### config.mk
export PLATFORM = sky130hd
export DESIGN_NAME = rational_normalize_add_sub
export DESIGN_NICKNAME = d
export VERILOG_FILES = /design/src/rtl/rnas_pkg.sv /design/src/rtl/rational_normalize_add_sub.sv /design/src/rtl/rnas_div.sv /design/src/rtl/rnas_dp.sv /design/src/rtl/rnas_ctrl.sv
export SDC_FILE = /design/constraint.sdc
export NUM_CORES = 2
export LEC_CHECK = 0
export ABC_AREA = 1
export BUFFER_PORTS_ARGS = -buffer_cell sky130_fd_sc_hd__buf_2
export CELL_PAD_IN_SITES_DETAIL_PLACEMENT = 1
export CELL_PAD_IN_SITES_GLOBAL_PLACEMENT = 1
export CORE_MARGIN = 4
export CORE_UTILIZATION = 45
export DETAILED_ROUTE_END_ITERATION = 8
export PLACE_DENSITY = 0.79
export SLEW_MARGIN = 20
export SYNTH_ARGS = -nofsm -noshare
export SYNTH_HDL_FRONTEND = slang
export SYNTH_SLANG_ARGS = --single-unit
### constraint.sdc
create_clock -name clk -period 24.3 [get_ports clk]
set_input_delay 4.86 -clock clk [delete_from_list [all_inputs] [get_ports clk]]
set_output_delay 4.86 -clock clk [all_outputs]
set_load 0.01 [all_outputs]
### src/rtl/rnas_pkg.sv
`timescale 1ns / 1ps

package rnas_pkg;

    localparam int RES_NUM_W = 33;
    localparam int RES_DEN_W = 31;

    typedef enum logic [1:0] {
        OP_NORM = 2'd0,
        OP_ADD  = 2'd1,
        OP_SUB  = 2'd2,
        OP_CMP  = 2'd3
    } opcode_t;

    // Which fraction the reduction unit works on.
    typedef enum logic [1:0] {
        SRC_A = 2'd0,
        SRC_B = 2'd1,
        SRC_R = 2'd2
    } src_t;

    typedef struct packed {
        logic load;
        logic rload;
        src_t src;
        logic g_start;
        logic euc_start;
        logic euc_wr;
        logic qn_wr;
        logic qd_wr;
        logic store;
        logic mul;
        logic sum;
        logic out_load;
    } rnas_cmd_t;

    typedef struct packed {
        logic    err;
        opcode_t op;
        logic    xy_zero;
        logic    div_done;
        logic    div_busy;
    } rnas_sts_t;

endpackage

### src/rtl/rational_normalize_add_sub.sv
`timescale 1ns / 1ps

// Rational arithmetic with gcd reduction: one operation on two signed fractions
// per input beat, one reduced fraction per output beat.
// Input channel (in_valid/in_ready): opcode, a_num, a_den, b_num, b_den.
//   opcode: normalize A, add A+B, subtract A-B, equality compare.
// Output channel (out_valid/out_ready): res_num, res_den, is_equal, zero_den_error.
// Pace: a single shared restoring divider (2*OPERAND_WIDTH bits, one quotient
// bit per cycle) sets the pace of the engine.
// Reducing one fraction takes k + 2 divisions, where k is the
// number of Euclid remainder steps (data dependent, small for typical values).
// Normalize reduces A; compare reduces A and B; add and subtract reduce A, B and
// the cross-multiplied result, which a product step and a sum step form first.
// Zero denominators are caught in the cycle after accept and go straight to the result.
// One item is in work at a time; the next beat is accepted as soon as the result
// moves into the output register, even while that register waits for out_ready.
// A stalled receiver holds out_valid and the result; the engine then waits in its
// final state with in_ready low.
// Reset (rst_n, asynchronous, active low) returns to idle with no result pending.

module rational_normalize_add_sub
    import rnas_pkg::*;
#(
    parameter int OPERAND_WIDTH = 16
)
(
    input  logic                            clk,
    input  logic                            rst_n,
    input  logic                            in_valid,
    output logic                            in_ready,
    input  logic [1:0]                      opcode,
    input  logic signed [OPERAND_WIDTH-1:0] a_num,
    input  logic signed [OPERAND_WIDTH-1:0] a_den,
    input  logic signed [OPERAND_WIDTH-1:0] b_num,
    input  logic signed [OPERAND_WIDTH-1:0] b_den,
    output logic                            out_valid,
    input  logic                            out_ready,
    output logic signed [RES_NUM_W-1:0]     res_num,
    output logic [RES_DEN_W-1:0]            res_den,
    output logic                            is_equal,
    output logic                            zero_den_error
);

    rnas_cmd_t cmd;
    rnas_sts_t sts;

    // Sequencer: walks Euclid, the two gcd divisions and the cross products.
    rnas_ctrl u_ctrl (
        .clk       (clk),
        .rst_n     (rst_n),
        .in_valid  (in_valid),
        .in_ready  (in_ready),
        .out_valid (out_valid),
        .out_ready (out_ready),
        .sts       (sts),
        .cmd       (cmd)
    );

    // Operand capture, reduction registers, divider, multipliers, result register.
    rnas_dp #(
        .OPERAND_WIDTH (OPERAND_WIDTH)
    ) u_dp (
        .clk            (clk),
        .rst_n          (rst_n),
        .cmd            (cmd),
        .sts            (sts),
        .opcode         (opcode),
        .a_num          (a_num),
        .a_den          (a_den),
        .b_num          (b_num),
        .b_den          (b_den),
        .res_num        (res_num),
        .res_den        (res_den),
        .is_equal       (is_equal),
        .zero_den_error (zero_den_error)
    );

endmodule

### src/rtl/rnas_div.sv
`timescale 1ns / 1ps

module rnas_div
    import rnas_pkg::*;
#(
    parameter int WIDTH = 32
)
(
    input  logic             clk,
    input  logic             rst_n,
    input  logic             start,
    input  logic [WIDTH-1:0] dividend,
    input  logic [WIDTH-1:0] divisor,
    output logic             busy,
    output logic             done,
    output logic [WIDTH-1:0] quot,
    output logic [WIDTH-1:0] rem
);

    localparam int CW = $clog2(WIDTH);

    logic             busy_reg;
    logic             done_reg;
    logic [CW-1:0]    cnt_reg;
    logic [WIDTH-1:0] rem_reg;
    logic [WIDTH-1:0] quo_reg;
    logic [WIDTH-1:0] dsr_reg;

    logic [WIDTH:0]   trial;
    logic [WIDTH:0]   diff;
    logic             fits;

    // One restoring step: shift in the next dividend bit, subtract if it fits.
    assign trial = {rem_reg, quo_reg[WIDTH-1]};
    assign diff  = trial - {1'b0, dsr_reg};
    assign fits  = (trial >= {1'b0, dsr_reg});

    always_ff @(posedge clk or negedge rst_n)
    begin
        if (!rst_n)
        begin
            busy_reg <= 1'b0;
            done_reg <= 1'b0;
            cnt_reg  <= '0;
        end
        else
        begin
            done_reg <= 1'b0;
            if (start)
            begin
                busy_reg <= 1'b1;
                cnt_reg  <= CW'(WIDTH - 1);
            end
            else if (busy_reg)
            begin
                if (cnt_reg == '0)
                begin
                    busy_reg <= 1'b0;
                    done_reg <= 1'b1;
                end
                else
                begin
                    cnt_reg <= cnt_reg - 1'b1;
                end
            end
        end
    end

    always_ff @(posedge clk)
    begin
        if (start)
        begin
            rem_reg <= '0;
            quo_reg <= dividend;
            dsr_reg <= divisor;
        end
        else if (busy_reg)
        begin
            rem_reg <= fits ? diff[WIDTH-1:0] : trial[WIDTH-1:0];
            quo_reg <= {quo_reg[WIDTH-2:0], fits};
        end
    end

    assign busy = busy_reg;
    assign done = done_reg;
    assign quot = quo_reg;
    assign rem  = rem_reg;

`ifndef SYNTHESIS
    assert property (@(posedge clk) disable iff (!rst_n) done_reg |-> $past(busy_reg))
        else $error("divider done without a running division");
    assert property (@(posedge clk) disable iff (!rst_n) start |=> busy_reg && !done_reg)
        else $error("divider did not start");
    assert property (@(posedge clk) disable iff (!rst_n) busy_reg |-> !done_reg)
        else $error("divider done while still running");
`endif

endmodule

### src/rtl/rnas_dp.sv
`timescale 1ns / 1ps

module rnas_dp
    import rnas_pkg::*;
#(
    parameter int OPERAND_WIDTH = 16
)
(
    input  logic                           clk,
    input  logic                           rst_n,
    input  rnas_cmd_t                      cmd,
    output rnas_sts_t                      sts,
    input  logic [1:0]                     opcode,
    input  logic signed [OPERAND_WIDTH-1:0] a_num,
    input  logic signed [OPERAND_WIDTH-1:0] a_den,
    input  logic signed [OPERAND_WIDTH-1:0] b_num,
    input  logic signed [OPERAND_WIDTH-1:0] b_den,
    output logic signed [RES_NUM_W-1:0]    res_num,
    output logic [RES_DEN_W-1:0]           res_den,
    output logic                           is_equal,
    output logic                           zero_den_error
);

    localparam int W  = OPERAND_WIDTH;
    localparam int PW = 2 * OPERAND_WIDTH;
    localparam int SW = PW + 1;
    localparam int XN = (SW > RES_NUM_W) ? SW : RES_NUM_W;
    localparam int XD = (PW > RES_DEN_W) ? PW : RES_DEN_W;

    // Captured operands
    opcode_t               op_reg;
    logic                  err_reg;
    logic signed [W-1:0]   an_reg;
    logic signed [W-1:0]   ad_reg;
    logic signed [W-1:0]   bn_reg;
    logic signed [W-1:0]   bd_reg;

    // Reduction unit
    logic [PW-1:0]         mn_reg;
    logic [PW-1:0]         md_reg;
    logic                  neg_reg;
    logic [PW-1:0]         x_reg;
    logic [PW-1:0]         y_reg;
    logic [PW-1:0]         g_reg;
    logic                  x_sel_reg;

    // Reduced operands
    logic [W-1:0]          ra_mag_reg;
    logic [W-1:0]          ra_den_reg;
    logic                  ra_neg_reg;
    logic [W-1:0]          rb_mag_reg;
    logic [W-1:0]          rb_den_reg;
    logic                  rb_neg_reg;

    // Cross products and raw sum
    logic [PW-1:0]         pl_reg;
    logic [PW-1:0]         pr_reg;
    logic [PW-1:0]         pd_reg;
    logic signed [SW-1:0]  rn_reg;
    logic [PW-1:0]         rd_reg;

    // Result beat
    logic signed [RES_NUM_W-1:0] res_num_reg;
    logic [RES_DEN_W-1:0]        res_den_reg;
    logic                        is_equal_reg;
    logic                        zero_den_error_reg;

    logic signed [SW-1:0]  src_n;
    logic signed [SW-1:0]  src_d;
    logic signed [SW-1:0]  n_abs;
    logic signed [SW-1:0]  d_abs;
    logic                  n_zero;
    logic [PW-1:0]         ld_md;
    logic                  ld_neg;
    logic                  x_gt;
    logic                  div_start;
    logic [PW-1:0]         div_dvd;
    logic [PW-1:0]         div_dsr;
    logic                  div_busy;
    logic                  div_done;
    logic [PW-1:0]         div_quot;
    logic [PW-1:0]         div_rem;
    logic                  r_neg;
    logic signed [SW-1:0]  sl;
    logic signed [SW-1:0]  sr;
    logic signed [SW-1:0]  res_full;
    logic signed [XN-1:0]  res_ext;
    logic [XD-1:0]         den_ext;
    logic                  frac_eq;

    // Pick the fraction to reduce and fold the denominator sign into the numerator.
    always_comb
    begin
        case (cmd.src)
            SRC_A:
            begin
                src_n = SW'(an_reg);
                src_d = SW'(ad_reg);
            end
            SRC_B:
            begin
                src_n = SW'(bn_reg);
                src_d = SW'(bd_reg);
            end
            default:
            begin
                src_n = rn_reg;
                src_d = SW'({1'b0, rd_reg});
            end
        endcase
    end

    assign n_zero = (src_n == '0);
    assign n_abs  = src_n[SW-1] ? -src_n : src_n;
    assign d_abs  = src_d[SW-1] ? -src_d : src_d;
    assign ld_md  = n_zero ? PW'(1) : d_abs[PW-1:0];
    assign ld_neg = !n_zero && (src_n[SW-1] ^ src_d[SW-1]);

    assign x_gt = (x_reg > y_reg);

    // Divider operands: Euclid remainder, then numerator and denominator over gcd.
    assign div_start = cmd.g_start | cmd.euc_start | cmd.qn_wr;

    always_comb
    begin
        if (cmd.g_start)
        begin
            div_dvd = mn_reg;
            div_dsr = x_reg + y_reg;
        end
        else if (cmd.qn_wr)
        begin
            div_dvd = md_reg;
            div_dsr = g_reg;
        end
        else
        begin
            div_dvd = x_gt ? x_reg : y_reg;
            div_dsr = x_gt ? y_reg : x_reg;
        end
    end

    rnas_div #(
        .WIDTH (PW)
    ) u_div (
        .clk      (clk),
        .rst_n    (rst_n),
        .start    (div_start),
        .dividend (div_dvd),
        .divisor  (div_dsr),
        .busy     (div_busy),
        .done     (div_done),
        .quot     (div_quot),
        .rem      (div_rem)
    );

    assign r_neg = rb_neg_reg ^ (op_reg == OP_SUB);
    assign sl    = ra_neg_reg ? -SW'(pl_reg) : SW'(pl_reg);
    assign sr    = r_neg ? -SW'(pr_reg) : SW'(pr_reg);

    assign res_full = neg_reg ? -SW'(mn_reg) : SW'(mn_reg);
    assign res_ext  = XN'(res_full);
    assign den_ext  = XD'(md_reg);
    assign frac_eq  = (ra_neg_reg == rb_neg_reg) && (ra_mag_reg == rb_mag_reg)
                      && (ra_den_reg == rb_den_reg);

    always_ff @(posedge clk)
    begin
        if (cmd.load)
        begin
            op_reg  <= opcode_t'(opcode);
            err_reg <= (a_den == '0) || ((opcode_t'(opcode) != OP_NORM) && (b_den == '0));
            an_reg  <= a_num;
            ad_reg  <= a_den;
            bn_reg  <= b_num;
            bd_reg  <= b_den;
        end

        if (cmd.rload)
        begin
            mn_reg  <= n_abs[PW-1:0];
            md_reg  <= ld_md;
            neg_reg <= ld_neg;
            x_reg   <= n_abs[PW-1:0];
            y_reg   <= ld_md;
        end

        if (cmd.g_start)
        begin
            g_reg <= x_reg + y_reg;
        end

        if (cmd.euc_start)
        begin
            x_sel_reg <= x_gt;
        end

        if (cmd.euc_wr)
        begin
            if (x_sel_reg)
            begin
                x_reg <= div_rem;
            end
            else
            begin
                y_reg <= div_rem;
            end
        end

        if (cmd.qn_wr)
        begin
            mn_reg <= div_quot;
        end

        if (cmd.qd_wr)
        begin
            md_reg <= div_quot;
        end

        if (cmd.store)
        begin
            case (cmd.src)
                SRC_A:
                begin
                    ra_mag_reg <= mn_reg[W-1:0];
                    ra_den_reg <= md_reg[W-1:0];
                    ra_neg_reg <= neg_reg;
                end
                SRC_B:
                begin
                    rb_mag_reg <= mn_reg[W-1:0];
                    rb_den_reg <= md_reg[W-1:0];
                    rb_neg_reg <= neg_reg;
                end
                default:
                begin
                end
            endcase
        end

        if (cmd.mul)
        begin
            pl_reg <= PW'(ra_mag_reg) * PW'(rb_den_reg);
            pr_reg <= PW'(rb_mag_reg) * PW'(ra_den_reg);
            pd_reg <= PW'(ra_den_reg) * PW'(rb_den_reg);
        end

        if (cmd.sum)
        begin
            rn_reg <= sl + sr;
            rd_reg <= pd_reg;
        end

        if (cmd.out_load)
        begin
            if (err_reg)
            begin
                res_num_reg        <= '0;
                res_den_reg        <= '0;
                is_equal_reg       <= 1'b0;
                zero_den_error_reg <= 1'b1;
            end
            else
            begin
                case (op_reg)
                    OP_CMP:
                    begin
                        res_num_reg        <= '0;
                        res_den_reg        <= '0;
                        is_equal_reg       <= frac_eq;
                        zero_den_error_reg <= 1'b0;
                    end
                    default:
                    begin
                        res_num_reg        <= res_ext[RES_NUM_W-1:0];
                        res_den_reg        <= den_ext[RES_DEN_W-1:0];
                        is_equal_reg       <= 1'b0;
                        zero_den_error_reg <= 1'b0;
                    end
                endcase
            end
        end
    end

    assign sts.err      = err_reg;
    assign sts.op       = op_reg;
    assign sts.xy_zero  = (x_reg == '0) || (y_reg == '0);
    assign sts.div_done = div_done;
    assign sts.div_busy = div_busy;

    assign res_num        = res_num_reg;
    assign res_den        = res_den_reg;
    assign is_equal       = is_equal_reg;
    assign zero_den_error = zero_den_error_reg;

endmodule

### src/rtl/rnas_ctrl.sv
`timescale 1ns / 1ps

module rnas_ctrl
    import rnas_pkg::*;
(
    input  logic      clk,
    input  logic      rst_n,
    input  logic      in_valid,
    output logic      in_ready,
    output logic      out_valid,
    input  logic      out_ready,
    input  rnas_sts_t sts,
    output rnas_cmd_t cmd
);

    typedef enum logic [11:0] {
        S_IDLE  = 12'b000000000001,
        S_CHECK = 12'b000000000010,
        S_EUC   = 12'b000000000100,
        S_EDIV  = 12'b000000001000,
        S_QN    = 12'b000000010000,
        S_QD    = 12'b000000100000,
        S_STORE = 12'b000001000000,
        S_LDB   = 12'b000010000000,
        S_MUL   = 12'b000100000000,
        S_SUM   = 12'b001000000000,
        S_LDR   = 12'b010000000000,
        S_DONE  = 12'b100000000000
    } state_t;

    state_t state_reg;
    state_t state_next;
    src_t   src_reg;
    src_t   src_next;
    logic   out_valid_reg;
    logic   out_valid_next;

    always_comb
    begin
        cmd            = '0;
        state_next     = state_reg;
        src_next       = src_reg;
        out_valid_next = out_valid_reg & ~out_ready;
        cmd.src        = src_reg;

        case (state_reg)
            S_IDLE:
            begin
                if (in_valid)
                begin
                    cmd.load   = 1'b1;
                    state_next = S_CHECK;
                end
            end
            S_CHECK:
            begin
                if (sts.err)
                begin
                    state_next = S_DONE;
                end
                else
                begin
                    cmd.rload  = 1'b1;
                    cmd.src    = SRC_A;
                    src_next   = SRC_A;
                    state_next = S_EUC;
                end
            end
            S_EUC:
            begin
                if (sts.xy_zero)
                begin
                    cmd.g_start = 1'b1;
                    state_next  = S_QN;
                end
                else
                begin
                    cmd.euc_start = 1'b1;
                    state_next    = S_EDIV;
                end
            end
            S_EDIV:
            begin
                if (sts.div_done)
                begin
                    cmd.euc_wr = 1'b1;
                    state_next = S_EUC;
                end
            end
            S_QN:
            begin
                if (sts.div_done)
                begin
                    cmd.qn_wr  = 1'b1;
                    state_next = S_QD;
                end
            end
            S_QD:
            begin
                if (sts.div_done)
                begin
                    cmd.qd_wr  = 1'b1;
                    state_next = (src_reg == SRC_R) ? S_DONE : S_STORE;
                end
            end
            S_STORE:
            begin
                cmd.store = 1'b1;
                if (src_reg == SRC_A)
                begin
                    state_next = (sts.op == OP_NORM) ? S_DONE : S_LDB;
                end
                else
                begin
                    state_next = (sts.op == OP_CMP) ? S_DONE : S_MUL;
                end
            end
            S_LDB:
            begin
                cmd.rload  = 1'b1;
                cmd.src    = SRC_B;
                src_next   = SRC_B;
                state_next = S_EUC;
            end
            S_MUL:
            begin
                cmd.mul    = 1'b1;
                state_next = S_SUM;
            end
            S_SUM:
            begin
                cmd.sum    = 1'b1;
                state_next = S_LDR;
            end
            S_LDR:
            begin
                cmd.rload  = 1'b1;
                cmd.src    = SRC_R;
                src_next   = SRC_R;
                state_next = S_EUC;
            end
            S_DONE:
            begin
                // Hold the result until the output register is free.
                if (!out_valid_reg || out_ready)
                begin
                    cmd.out_load   = 1'b1;
                    out_valid_next = 1'b1;
                    state_next     = S_IDLE;
                end
            end
            default:
            begin
                state_next = S_IDLE;
            end
        endcase
    end

    always_ff @(posedge clk or negedge rst_n)
    begin
        if (!rst_n)
        begin
            state_reg     <= S_IDLE;
            src_reg       <= SRC_A;
            out_valid_reg <= 1'b0;
        end
        else
        begin
            state_reg     <= state_next;
            src_reg       <= src_next;
            out_valid_reg <= out_valid_next;
        end
    end

    assign in_ready  = (state_reg == S_IDLE);
    assign out_valid = out_valid_reg;

`ifndef SYNTHESIS
    assert property (@(posedge clk) disable iff (!rst_n) in_ready |-> !sts.div_busy)
        else $error("input beat taken while divider is running");
    assert property (@(posedge clk) disable iff (!rst_n)
        sts.div_done |-> (state_reg == S_EDIV || state_reg == S_QN || state_reg == S_QD))
        else $error("divider finished outside a wait state");
    assert property (@(posedge clk) disable iff (!rst_n)
        (state_reg == S_MUL) |-> (!sts.err && (sts.op == OP_ADD || sts.op == OP_SUB)))
        else $error("cross multiply for an operation that has none");
`endif

endmodule

# Word level (Yosys, flattened, before mapping)
# Cells that the tools add are included.
[op_classes]
n_mul = 3
add_sub_neg = 9
muxes = 69
n_lt_le_gt_ge = 2
n_eq_ne = 26
bitwise = 8
reduce_logical = 32
[ops]
columns = ["cell", "count"]
rows = [
  ["32-bit two-way mux", 23],
  ["12-bit case mux with 11 select lines", 1],
  ["33-bit case mux with 2 select lines", 2],
  ["12-bit two-way mux", 10],
  ["32-bit negation with 33-bit output", 3],
  ["16-bit by 16-bit multiplier with 32-bit output", 3],
  ["33-bit two-way mux", 2],
  ["32-bit zero test", 2],
  ["32-bit negation", 2],
  ["33-bit adder", 1],
  ["33-bit by 32-bit greater-or-equal comparator with 1-bit output", 1],
  ["33-bit zero test", 1],
  ["32-bit adder", 1],
  ["16-bit == test", 2],
  ["32-bit > comparator", 1],
  ["16-bit zero test", 2],
  ["32-bit subtractor", 1],
  ["1-bit two-way mux", 22],
  ["5-bit two-way mux", 4],
  ["12-bit by 1-bit == test with 1-bit output, second input constant", 1],
  ["12-bit by 10-bit == test with 1-bit output, second input constant", 1],
  ["12-bit by 11-bit == test with 1-bit output, second input constant", 1],
  ["12-bit == test, second input constant", 1],
  ["12-bit by 2-bit == test with 1-bit output, second input constant", 1],
  ["32 further kinds", 60],
]
[totals]
register_bits = 640
elab_cells = 187
inputBits = 70

# Longest topological paths before layout
[logic_depth]
word_depth = 10
mapped_depth = 27

# Cells and area by module
# Synthesis repeated with hierarchy kept, for this count alone.
[unflattened]
cells_unflattened = 8115
hier_area_um2 = 64079.0
[by_module_without_submodules]
columns = ["mod", "cells_per_inst", "area_each_um2", "seq_area_each_um2", "n_inst"]
rows = [
  ["rnas_dp", 6957, 56125.1, 15034.4, 1],
  ["rnas_div", 1011, 6897.9, 2737.6, 1],
  ["rnas_ctrl", 147, 1056.0, 376.6, 1],
]

# Worst setup path before layout
# OpenSTA, ideal clock, no wires.
[synth_path]
path_kind = "reg2reg"
startpoint = "register u_ctrl.state_reg[5]"
endpoint = "register u_dp.pd_reg[0], enable pin"
arrival_ps = 9983
t_required_ps = 23510
n_path_buf = 0
path_stages_with_launch = 6
setup_ps = 790
synth_period_minus_slack_ps = 10773
slack_ps = 13527
cell_sequence = "dfrtp_1 -> nor2_2 -> nand2_2 -> nor2_4 -> inv_1 -> nor4_1"
[synth_between]
elab_chain_cells = 2
[synth_rtl]
columns = ["item", "line_no", "text"]
rows = [
  ["start: declaration", "rnas_ctrl.sv:31", "state_t state_reg;"],
  ["start signal: assignment", "rnas_ctrl.sv:169", "state_reg <= state_next;"],
  ["12-bit by 9-bit == test with 1-bit output", "rnas_ctrl.sv:46", "case (state_reg)"],
  ["1-bit two-way mux", "rnas_ctrl.sv:46", ""],
  ["end signal: assignment", "rnas_dp.sv:245", "pd_reg <= PW'(ra_den_reg) * PW'(rb_den_reg);"],
  ["end: declaration", "rnas_dp.sv:58", "logic [PW-1:0] pd_reg;"],
]
# No other way between the ends.
# A chain may end at the register's enable or synchronous reset.

# Final worst setup path
[layout_path]
startpoint = "register u_dp.ra_den_reg[6]"
endpoint = "register u_dp.pd_reg[29], data pin"
[layout_between]
elab_chain_cells = 1
[layout_rtl]
columns = ["item", "line_no", "text"]
rows = [
  ["start: declaration", "rnas_dp.sv:49", "logic [W-1:0] ra_den_reg;"],
  ["start signal: assignment", "rnas_dp.sv:226", "ra_den_reg <= md_reg[W-1:0];"],
  ["16-bit by 16-bit multiplier with 32-bit output", "rnas_dp.sv:245", ""],
]
# No other way between the ends.

==> reports/results.ini <==
[status]
run_status=finished, final reports clean

[floorplanning]
core_outline_area_sq_um=136000
dieHeight_microns=378
initial_utilization=0.453
row_count=135
floorplan.io_pins=138
floorplan.die.width_microns=378
die-area_sq_um=143000

[critical_path]
cp-start-kind=flip-flop
worstPathRequired_ns=24.72
crit_path_max_fanout=20
timing.critical_path.to_type=flip-flop
setup.worst_path.class=reg2reg
worst_ep_arrival_time_ns=7.49

[global_route]
grtUsageTotal=0.308
grt_pass1_vias=55600
grt.busiest_layer=met2
grt_util_met3=0.0420
grt_pass1_wl_microns=334000
grt_start_max_net_pins=80
antenna_found_initial=13
gr-usage-met2=0.524
grt_overflow_total=0
met1_usage_grt=0.385

[job]
maxCapViolCount=0

[logic_synthesis]
top_reg_cell_synth=sky130_fd_sc_hd__edfxtp_1
postSynthRegisterBits=640
synth-simple-area-share=0.175
synth_xor_xnor_area_share=0.0376
netlist-cell-type-count=67
fraction_of_the_mapped_netlist_area_in_compound_gates=0.0881
synth.mux.area_fraction=0
synthesis.nets=8524
dominant_combinational_cell_family_by_area_after_synthesis=adder cells
synth-async-reset-ratio=0.0344
synth.cell_area_sq_um=61500
synth.yosys.warnings=0
synth_edf_count=522
postSynthCellCount=7407
synth-seq-area-share=0.295
avgSynthCellArea_sq_um=8.30
adder_and_majority_gate_portion_of_the_synthesized_area=0.285

[clock_tree]
cts.sinks=640
cts_setup_buffers=0
clkTransAtPathRegs_ns=0.07
cts_tree=done
cts-root-to-sink-buffers=3
cts_root_buf=sky130_fd_sc_hd__clkbuf_16
num_cts_buffers=77
cts-htree-levels=3
worstSkewPairLatency_ns=0.71
post_cts_hold_buffer_count=0
postCtsResizedCells=0

[worst_hold_path]
hp-class=reg2reg

[sta]
grt_setup_unrepaired=false
timing.final.hold_violations=0
timing.final.crit_period_ns=7.07
setup-tns-final_ns=0
timing.final.max_slew_violations=0
achievable-frequency_ghz=0.141
period_share=0.291
report.final.setup_viol=0
finalWorstSetupSlack_ns=17.23
finalClockSkew_ns=0.0490
max_slew.worst_pin.slew_ns=1.19
timing.max_slew.rel_slack=0.205

[routing]
iter_0_drt_violations=4481
via_per_inst=5.59
wirelength_microns=220000
detailedRoute.firstPassIterationCount=5
route.vias.total=51700
drt_drc_violations_left=0
avgRoutedWirePerCell_microns=23.8
postRouteAntennaNets=0

[power_and_ir_drop]
ir_drop_v=0.0000915
leak_nw=33.4
p_per_area_nw_per_um2=88.4

[final_layout]
finalNetCount=8512
layout_common_cells=1,620 x sky130_fd_sc_hd__inv_1, 1,571 x sky130_fd_sc_hd__nand2_1, 585 x sky130_fd_sc_hd__fa_1, 522 x sky130_fd_sc_hd__edfxtp_1, 462 x sky130_fd_sc_hd__ha_1
area.sequential_sq_um=18100
areaGrowthSynthToFinish_pct=8.19
multi_input_comb_area_sq_um=36000
layout-drive-gt1-share=0.0606
fillCellCount=16300
layout_commonest_cell=sky130_fd_sc_hd__inv_1

[place]
io_buffer_count=137
hpwl_microns=172000
routability_congestion_estimate=0.974
pre_cts_ws_ns=17.30

worst paths after layout:
kind	slack, ns	end	cells past startpoint	start
setup / recovery	17.23	u_dp.pd_reg[29]	23	u_dp.ra_den_reg[6]
hold / removal	0.39	u_dp.rd_reg[0]	0	u_dp.pd_reg[0]
setup reg to reg	17.23	u_dp.pd_reg[29]	23	u_dp.ra_den_reg[6]
hold reg to reg	0.39	u_dp.rd_reg[0]	0	u_dp.pd_reg[0]
max in group asynchronous	19.77	u_ctrl.state_reg[11]	1	rst_n
min in group asynchronous	4.13	u_dp.u_div.cnt_reg[4]	1	rst_n
synth_stat cells (21+ instances only):
master | instances | area (sq um)
sky130_fd_sc_hd__a21boi_0 | 21 | 158
sky130_fd_sc_hd__a21oi_1 | 371 | 1860
sky130_fd_sc_hd__a31oi_1 | 70 | 438
sky130_fd_sc_hd__clkbuf_1 | 254 | 953
sky130_fd_sc_hd__dfrtp_1 | 21 | 526
sky130_fd_sc_hd__dfxtp_1 | 96 | 1920
sky130_fd_sc_hd__edfxtp_1 | 522 | 15700
sky130_fd_sc_hd__fa_1 | 585 | 11700
sky130_fd_sc_hd__ha_1 | 462 | 5780
sky130_fd_sc_hd__inv_1 | 1623 | 6090
sky130_fd_sc_hd__nand2_1 | 1576 | 5920
sky130_fd_sc_hd__nand3_1 | 208 | 1040
sky130_fd_sc_hd__nand3_2 | 23 | 230
sky130_fd_sc_hd__nand3b_1 | 28 | 210
sky130_fd_sc_hd__nand4_1 | 61 | 382
sky130_fd_sc_hd__nor2_1 | 455 | 1710
sky130_fd_sc_hd__nor2_2 | 26 | 163
sky130_fd_sc_hd__nor3_1 | 64 | 320
sky130_fd_sc_hd__nor4_1 | 47 | 294
sky130_fd_sc_hd__o21ai_0 | 286 | 1430
sky130_fd_sc_hd__o21ai_1 | 57 | 285
sky130_fd_sc_hd__o22ai_1 | 41 | 257
sky130_fd_sc_hd__o31ai_1 | 21 | 158
sky130_fd_sc_hd__xnor2_1 | 108 | 946
sky130_fd_sc_hd__xor2_1 | 156 | 1370
worst max-delay path: stages (launching register included):
cell                       delay (ns)
sky130_fd_sc_hd__edfxtp_1        0.69
sky130_fd_sc_hd__buf_4           0.40
sky130_fd_sc_hd__nand2_1         0.13
sky130_fd_sc_hd__fa_1            0.56
sky130_fd_sc_hd__inv_1           0.06
sky130_fd_sc_hd__fa_1            0.54
sky130_fd_sc_hd__ha_1            0.14
sky130_fd_sc_hd__inv_1           0.05
sky130_fd_sc_hd__fa_1            0.46
sky130_fd_sc_hd__fa_1            0.55
sky130_fd_sc_hd__inv_1           0.05
sky130_fd_sc_hd__fa_1            0.45
sky130_fd_sc_hd__ha_1            0.38
sky130_fd_sc_hd__nand2_1         0.08
sky130_fd_sc_hd__nand2_1         0.08
sky130_fd_sc_hd__a21oi_1         0.07
sky130_fd_sc_hd__o21ai_0         0.59
sky130_fd_sc_hd__nand4_1         0.17
sky130_fd_sc_hd__o211ai_1        0.25
sky130_fd_sc_hd__a21boi_0        0.24
sky130_fd_sc_hd__o21ai_0         0.33
sky130_fd_sc_hd__a21oi_1         0.17
sky130_fd_sc_hd__o21ai_0         0.24
sky130_fd_sc_hd__xor2_1          0.09
stage by stage:
stage | utilization | instance area [sq um] | instances | hold WS, ns | power (mW)
floorplan | - | 61500 | 7407 | 0.400 | 3.55
global placement | 0.470 | 63800 | 9092 | 0.405 | 4.49
detailed placement | 0.470 | 63800 | 9094 | 0.406 | 4.59
CTS | 0.490 | 66400 | 9236 | 0.384 | 5.84
global route | 0.490 | 66500 | 9239 | 0.404 | 6.24
finish | 0.490 | 66500 | 9243 | 0.391 | 5.88
metal layers:
layer / share of wire / up-vias
li1: - / 23200
met5: 0.00019 / -
met4: 0.058 / 6
met3: 0.067 / 483
met2: 0.48 / 1902
met1: 0.39 / 26100
cell families (layout without fill, tap and decap cells):
family,count (synthesis),after routing
simple gates,2549,2549
buf+inv,1939,1990
fa+ha+maj,1047,1047
compound gates,968,968
flops,640,640
xor+xnor,264,264
other cells,0,4
where the power goes:
group	internal [mW]	switching (mW)	total [mW]	leakage, nW
clock network	0.719	0.513	1.23	1.27
logic	0.924	2.05	2.97	26.3
registers	1.48	0.198	1.68	5.84
layout make-up:
| cell class | instances | share of cell area |
|---|---|---|
| Clock buffer | 104 | 0.0320 |
| Inverter | 1637 | 0.0924 |
| Sequential cell | 640 | 0.273 |
| Multi-Input combinational cell | 4828 | 0.542 |
| Tap cell | 1781 | 0.0335 |
| Antenna cell | 4 | 0.000150 |
| Clock inverter | 38 | 0.00769 |
| Timing Repair Buffer | 211 | 0.0195 |
Note: power is estimated with default switching activity, not from simulation.
